File: config.mk
export PLATFORM = sky130hd
export DESIGN_NAME = dsz_ctrl
export DESIGN_NICKNAME = d
export VERILOG_FILES = /design/src/dsz_pkg.sv /design/src/dsz_ctrl.sv
export SDC_FILE = /design/constraint.sdc
export NUM_CORES = 1
export LEC_CHECK = 0
export BUFFER_PORTS_ARGS = -buffer_cell sky130_fd_sc_hd__buf_2
export CORE_AREA = 10 10 47 49
export CTS_CLUSTER_DIAMETER = 150
export CTS_CLUSTER_SIZE = 20
export DETAILED_ROUTE_END_ITERATION = 6
export DIE_AREA = 0 0 57 59
export PLACE_DENSITY_LB_ADDON = 0.08
export SETUP_SLACK_MARGIN = 0.1
export SLEW_MARGIN = 10
export SYNTH_ARGS = -nofsm -noshare
export SYNTH_HDL_FRONTEND = slang
export SYNTH_SLANG_ARGS = --single-unit
File: constraint.sdc
create_clock -name clk -period 1.6 [get_ports clk]
set_input_delay 0.08 -clock clk [delete_from_list [all_inputs] [get_ports clk]]
set_output_delay 0.08 -clock clk [all_outputs]
set_load 0.005 [all_outputs]
File: src/dsz_pkg.sv
// Shared constants, codes and control types for the dune shadow-zone query block.
package dsz_pkg;

  // Defaults for the top-level parameters
  localparam int DEF_ROWS        = 64;
  localparam int DEF_COLS        = 64;
  localparam int DEF_HEIGHT_BITS = 8;

  // Fixed field widths of the channels
  localparam int POS_W       = 6;
  localparam int IN_H_W      = 8;
  localparam int SLOPE_W     = 12;
  localparam int FRAC_W      = 8;
  localparam int IN_TDATA_W  = 24;
  localparam int OUT_TDATA_W = 16;

  localparam logic [SLOPE_W-1:0] SLOPE_RESET = 12'd69;

  // Request kinds carried on in_tuser
  localparam logic REQ_WRITE = 1'b0;
  localparam logic REQ_QUERY = 1'b1;

  typedef struct packed {
    logic clr;       // zero the cell at the sweep pointer, advance the pointer
    logic wr;        // store the incoming height
    logic load;      // capture a query's cell and point at it
    logic walk;      // read the cell at the pointer, step one row upstream
    logic own_cap;   // hold the queried cell's own height
    logic acc_init;  // threshold for distance one
    logic acc_step;  // threshold for the next distance
    logic sh_cap;    // hold the shadow verdict
    logic emit;      // load the result register
  } dsz_cmd_t;

  typedef struct packed {
    logic clr_last;  // sweep pointer at the last cell
    logic hit;       // upstream cell in the read register casts shadow
  } dsz_sts_t;

endpackage

File: src/dsz_ctrl.sv
// Controller of the dune shadow-zone query block: clearing sweep, query walk, result handoff.
module dsz_ctrl import dsz_pkg::*; #(
  parameter int ROWS = DEF_ROWS
) (
  input  logic     clk,
  input  logic     rst_n,
  input  logic     in_tvalid,
  output logic     in_tready,
  input  logic     in_req_type,
  output logic     out_tvalid,
  input  logic     out_tready,
  output dsz_cmd_t cmd,
  input  dsz_sts_t sts
);

  localparam int KW = $clog2(ROWS);
  localparam logic [KW-1:0] K_LAST = KW'(ROWS - 1);

  typedef enum logic [2:0] {
    S_CLEAR,
    S_IDLE,
    S_OWN,
    S_FIRST,
    S_SCAN,
    S_EMIT
  } state_t;

  state_t        state_r, state_nxt;
  logic [KW-1:0] kcnt_r, kcnt_nxt;
  logic          out_tvalid_r, out_tvalid_nxt;
  logic          in_fire;
  logic          slot_free;
  logic          scan_done;

  assign in_tready = (state_r == S_IDLE);
  assign in_fire   = in_tvalid && in_tready;
  assign slot_free = !out_tvalid_r || out_tready;
  assign scan_done = sts.hit || (kcnt_r == K_LAST);
  assign out_tvalid = out_tvalid_r;

  always_comb begin
    state_nxt = state_r;
    kcnt_nxt  = kcnt_r;
    cmd       = '0;
    case (state_r)
      S_CLEAR: begin
        cmd.clr = 1'b1;
        if (sts.clr_last) begin
          state_nxt = S_IDLE;
        end
      end
      S_IDLE: begin
        if (in_fire) begin
          if (in_req_type == REQ_QUERY) begin
            cmd.load  = 1'b1;
            state_nxt = S_OWN;
          end else begin
            cmd.wr = 1'b1;
          end
        end
      end
      S_OWN: begin
        cmd.walk  = 1'b1;
        state_nxt = S_FIRST;
      end
      S_FIRST: begin
        cmd.walk     = 1'b1;
        cmd.own_cap  = 1'b1;
        cmd.acc_init = 1'b1;
        kcnt_nxt     = KW'(1);
        state_nxt    = S_SCAN;
      end
      S_SCAN: begin
        cmd.walk = 1'b1;
        if (scan_done) begin
          cmd.sh_cap = 1'b1;
          state_nxt  = S_EMIT;
        end else begin
          cmd.acc_step = 1'b1;
          kcnt_nxt     = kcnt_r + KW'(1);
        end
      end
      S_EMIT: begin
        if (slot_free) begin
          cmd.emit  = 1'b1;
          state_nxt = S_IDLE;
        end
      end
      default: begin
        state_nxt = S_IDLE;
      end
    endcase
  end

  always_comb begin
    out_tvalid_nxt = out_tvalid_r;
    if (cmd.emit) begin
      out_tvalid_nxt = 1'b1;
    end else if (out_tready) begin
      out_tvalid_nxt = 1'b0;
    end
  end

  always_ff @(posedge clk) begin
    if (!rst_n) begin
      state_r      <= S_CLEAR;
      kcnt_r       <= '0;
      out_tvalid_r <= 1'b0;
    end else begin
      state_r      <= state_nxt;
      kcnt_r       <= kcnt_nxt;
      out_tvalid_r <= out_tvalid_nxt;
    end
  end

  a_query_starts_walk: assert property (@(posedge clk) disable iff (!rst_n)
    (in_fire && in_req_type == REQ_QUERY) |=> (state_r == S_OWN))
    else $error("query accepted but walk did not start");

  a_scan_distance_nonzero: assert property (@(posedge clk) disable iff (!rst_n)
    (state_r == S_SCAN) |-> (kcnt_r != '0))
    else $error("scan running at distance zero");

  a_emit_into_free_slot: assert property (@(posedge clk) disable iff (!rst_n)
    cmd.emit |-> (!out_tvalid_r || out_tready))
    else $error("result register overwritten while held");

  a_emit_shows_result: assert property (@(posedge clk) disable iff (!rst_n)
    cmd.emit |=> out_tvalid_r)
    else $error("loaded result not presented");

endmodule

==> flow_summary.ini <==
[run_status]
run_status = finished clean

[setup_path]
critical_path.endpoint_type = output port
startpoint_type = flop
critical_path_peak_fanout = 6
timing.critical_path.arrival_ns = 1.32
cp.required_ns = 1.52
critical_path_class = reg -> out
setup.reg_to_reg.worst_slack_ns = 0.29

[pwr]
power.total_mw = 0.621
p_leak_nw = 0.337
max-vdd-ir-drop_v = 0.000588
power.density_cell_area_mw_per_mm2 = 800

[route]
detail_route.drc_violations = 0
totalWireLength_um = 1280
route.detailed.vias_per_inst = 4.95
antenna_violating_nets_post_route = 0
drt_pass1_iterations = 4
drtIter0Drc = 8
wire_per_inst_um = 11.7
vias = 540

[timing]
fin_skew_ns = 0.00570
slew-limit-headroom = 0.766
fin_tns_setup_ns = 0
finalMaxSlewViolations = 0
transition_time_of_the_tightest_slew_check_pin_ns = 0.351
min_period_ns = 1.40
setup_repair_after_global_routing_missed_its_margin = yes
final-setup-viol-count = 0
hold_viol = 0
timing.fmax_mhz = 713
fin_crit_sh = 0.876
finalWorstSetupSlack_ns = 0.198

[logic_synthesis]
synth_fp_nets = 80
syn_area_um2 = 593
synth.top_cells.by_count = nor2_1, dfxtp_1, nand2_1
synth_largest_area_cell = dfxtp_1
postSynth.asyncResetShare = 0
netlist.area_leader.share = 0.338
avgSynthCellArea_um2 = 8.24
count_of_state_elements_after_synthesis = 10
netlist_top_cells_area = dfxtp_1, nor2_1, xor2_1
synth_top_flop_cell = dfxtp_1
synth_edf_count = 0
synth_most_common_cell = nor2_1
synth.distinct_cells = 30
syn_inst = 72
synth.yosys.seq_area_share = 0.338
yosysWarningCount = 0

[finish]
area_delta_synth_final_pct = 30.8
final_nets = 102
final_layout_size_suffix_gt1_frac = 0.366
finalCoreUtilization = 0.554
num_antenna_cells = 0

[floorplanning]
vertical_die_dimension_um = 59
rows = 14
core_area_mm2 = 0.00140
initial_utilization = 0.423
io_pins = 18
die_area_mm2 = 0.00336
die_x_um = 57

[global_routing]
antenna_violations_before_repair = 0
global_route_wire_length_before_repair_um = 2330
grt_pass1_vias = 567
global_route.usage.total = 0.0859
grt.overflow.total = 0
grt_start_max_net_pins = 12

[clock_network]
cts_inserted_buffers = 3
clockRootBuffer = clkbuf_4
cts_tree = yes
cts_max_path_buffers = 2
clock_sink_count = 10
htree_num_levels = 1
clk_pin_slew_ns = 0.07
worst_skew_pair.late_latency_ns = 0.27

[min_path]
hp-class = in -> reg

[place]
dp_worst_setup_slack_ns = 0.175
weighted_congestion_at_the_end_of_routability_driven_global_placement = 0.747
io_buffers = 17
hpwl_um = 1040

[flow_run]
maxCapViolCount = 0
-- worst paths after layout --
path                                                 to  cells after the start               startpoint
worst min-delay path            state_r[0]$_SDFFE_PN0P_                      3                    rst_n
worst min register to register   kcnt_r[1]$_SDFFE_PN0P_                      2   kcnt_r[1]$_SDFFE_PN0P_
worst max-delay path                             cmd[1]                      6   kcnt_r[0]$_SDFFE_PN0P_
worst max register to register   kcnt_r[5]$_SDFFE_PN0P_                      5  state_r[1]$_SDFFE_PN0P_
-- cells in the final DEF, fill, tap and decap left out, types with 2 or more instances in the layout --
cell | netlist | final
mux2i_1 | 2 | 2
dfxtp_1 | 10 | 7
dfxtp_2 | 0 | 3
buf_4 | 2 | 3
xor2_1 | 3 | 3
nand2_1 | 6 | 6
clkbuf_4 | 0 | 3
and3_1 | 2 | 2
nor3_1 | 4 | 4
nand3_1 | 4 | 3
o211ai_1 | 2 | 2
nand2b_1 | 4 | 3
nand3b_1 | 2 | 2
and2_1 | 2 | 2
buf_2 | 1 | 17
nor2_1 | 12 | 11
-- kinds of logic after synthesis --
logic type	synth area share
compound gates	0.112
xor+xnor	0.0591
fa+ha+maj	0.0211
buf+inv	0.0654
flops	0.338
mux	0.0338
simple gates	0.371
-- repair_timing --
action / 4_1_cts / 5_1_grt
hold buffers: 0 / 0
pin swaps: 2 / 2
endpoints found under the hold margin: 0 / 0
setup endpoints to repair: 2 / 5
resized for setup: 4 / 6
cloned: 0 / 0
setup buffers: 1 / 1
-- routing by layer --
metal	track usage	wire length [um]	vias up	share of wire
met1	0.0974	618	229	0.48
met3	0.0665	165	2	0.13
met4	0.0302	10	0	0.0078
met2	0.119	483	23	0.38
li1	-	-	286	-
met5	0	0	-	0
-- worst max-delay path: stages, from the launching register on --
cell,delay [ns]
dfxtp_2,0.37
ha_4,0.16
nand3_4,0.10
nor2_1,0.12
nor2_1,0.05
nor3_1,0.12
buf_2,0.14
-- through the flow --
step	hold WS (ns)	instances	instance area (um2)
after floorplan	0.191	72	593
after global placement	0.382	103	682
after detailed placement	0.376	103	682
after CTS	0.0848	108	742
after global routing	0.0793	109	776
final	0.0814	109	776
-- state kept, by name (all words and copies together) (netlist names) --
register,flops
kcnt_r,6
out_tvalid,1
state_r,3
-- final cells by class --
type                       count  area [um2]
sequential                    10         204
clock buffer                   4        36.3
timing repair buffer          21         119
multi-input combinational     56         389
fill                         141         626
tap                           16        20.0
inverter                       2        7.51
-- report_power, final --
part,internal (mW),switching (mW)
Combinational,0.0612,0.0606
Sequential,0.259,0.0143
Clock,0.138,0.0875
Total,0.458,0.162
(Power assumes the default switching activity.)
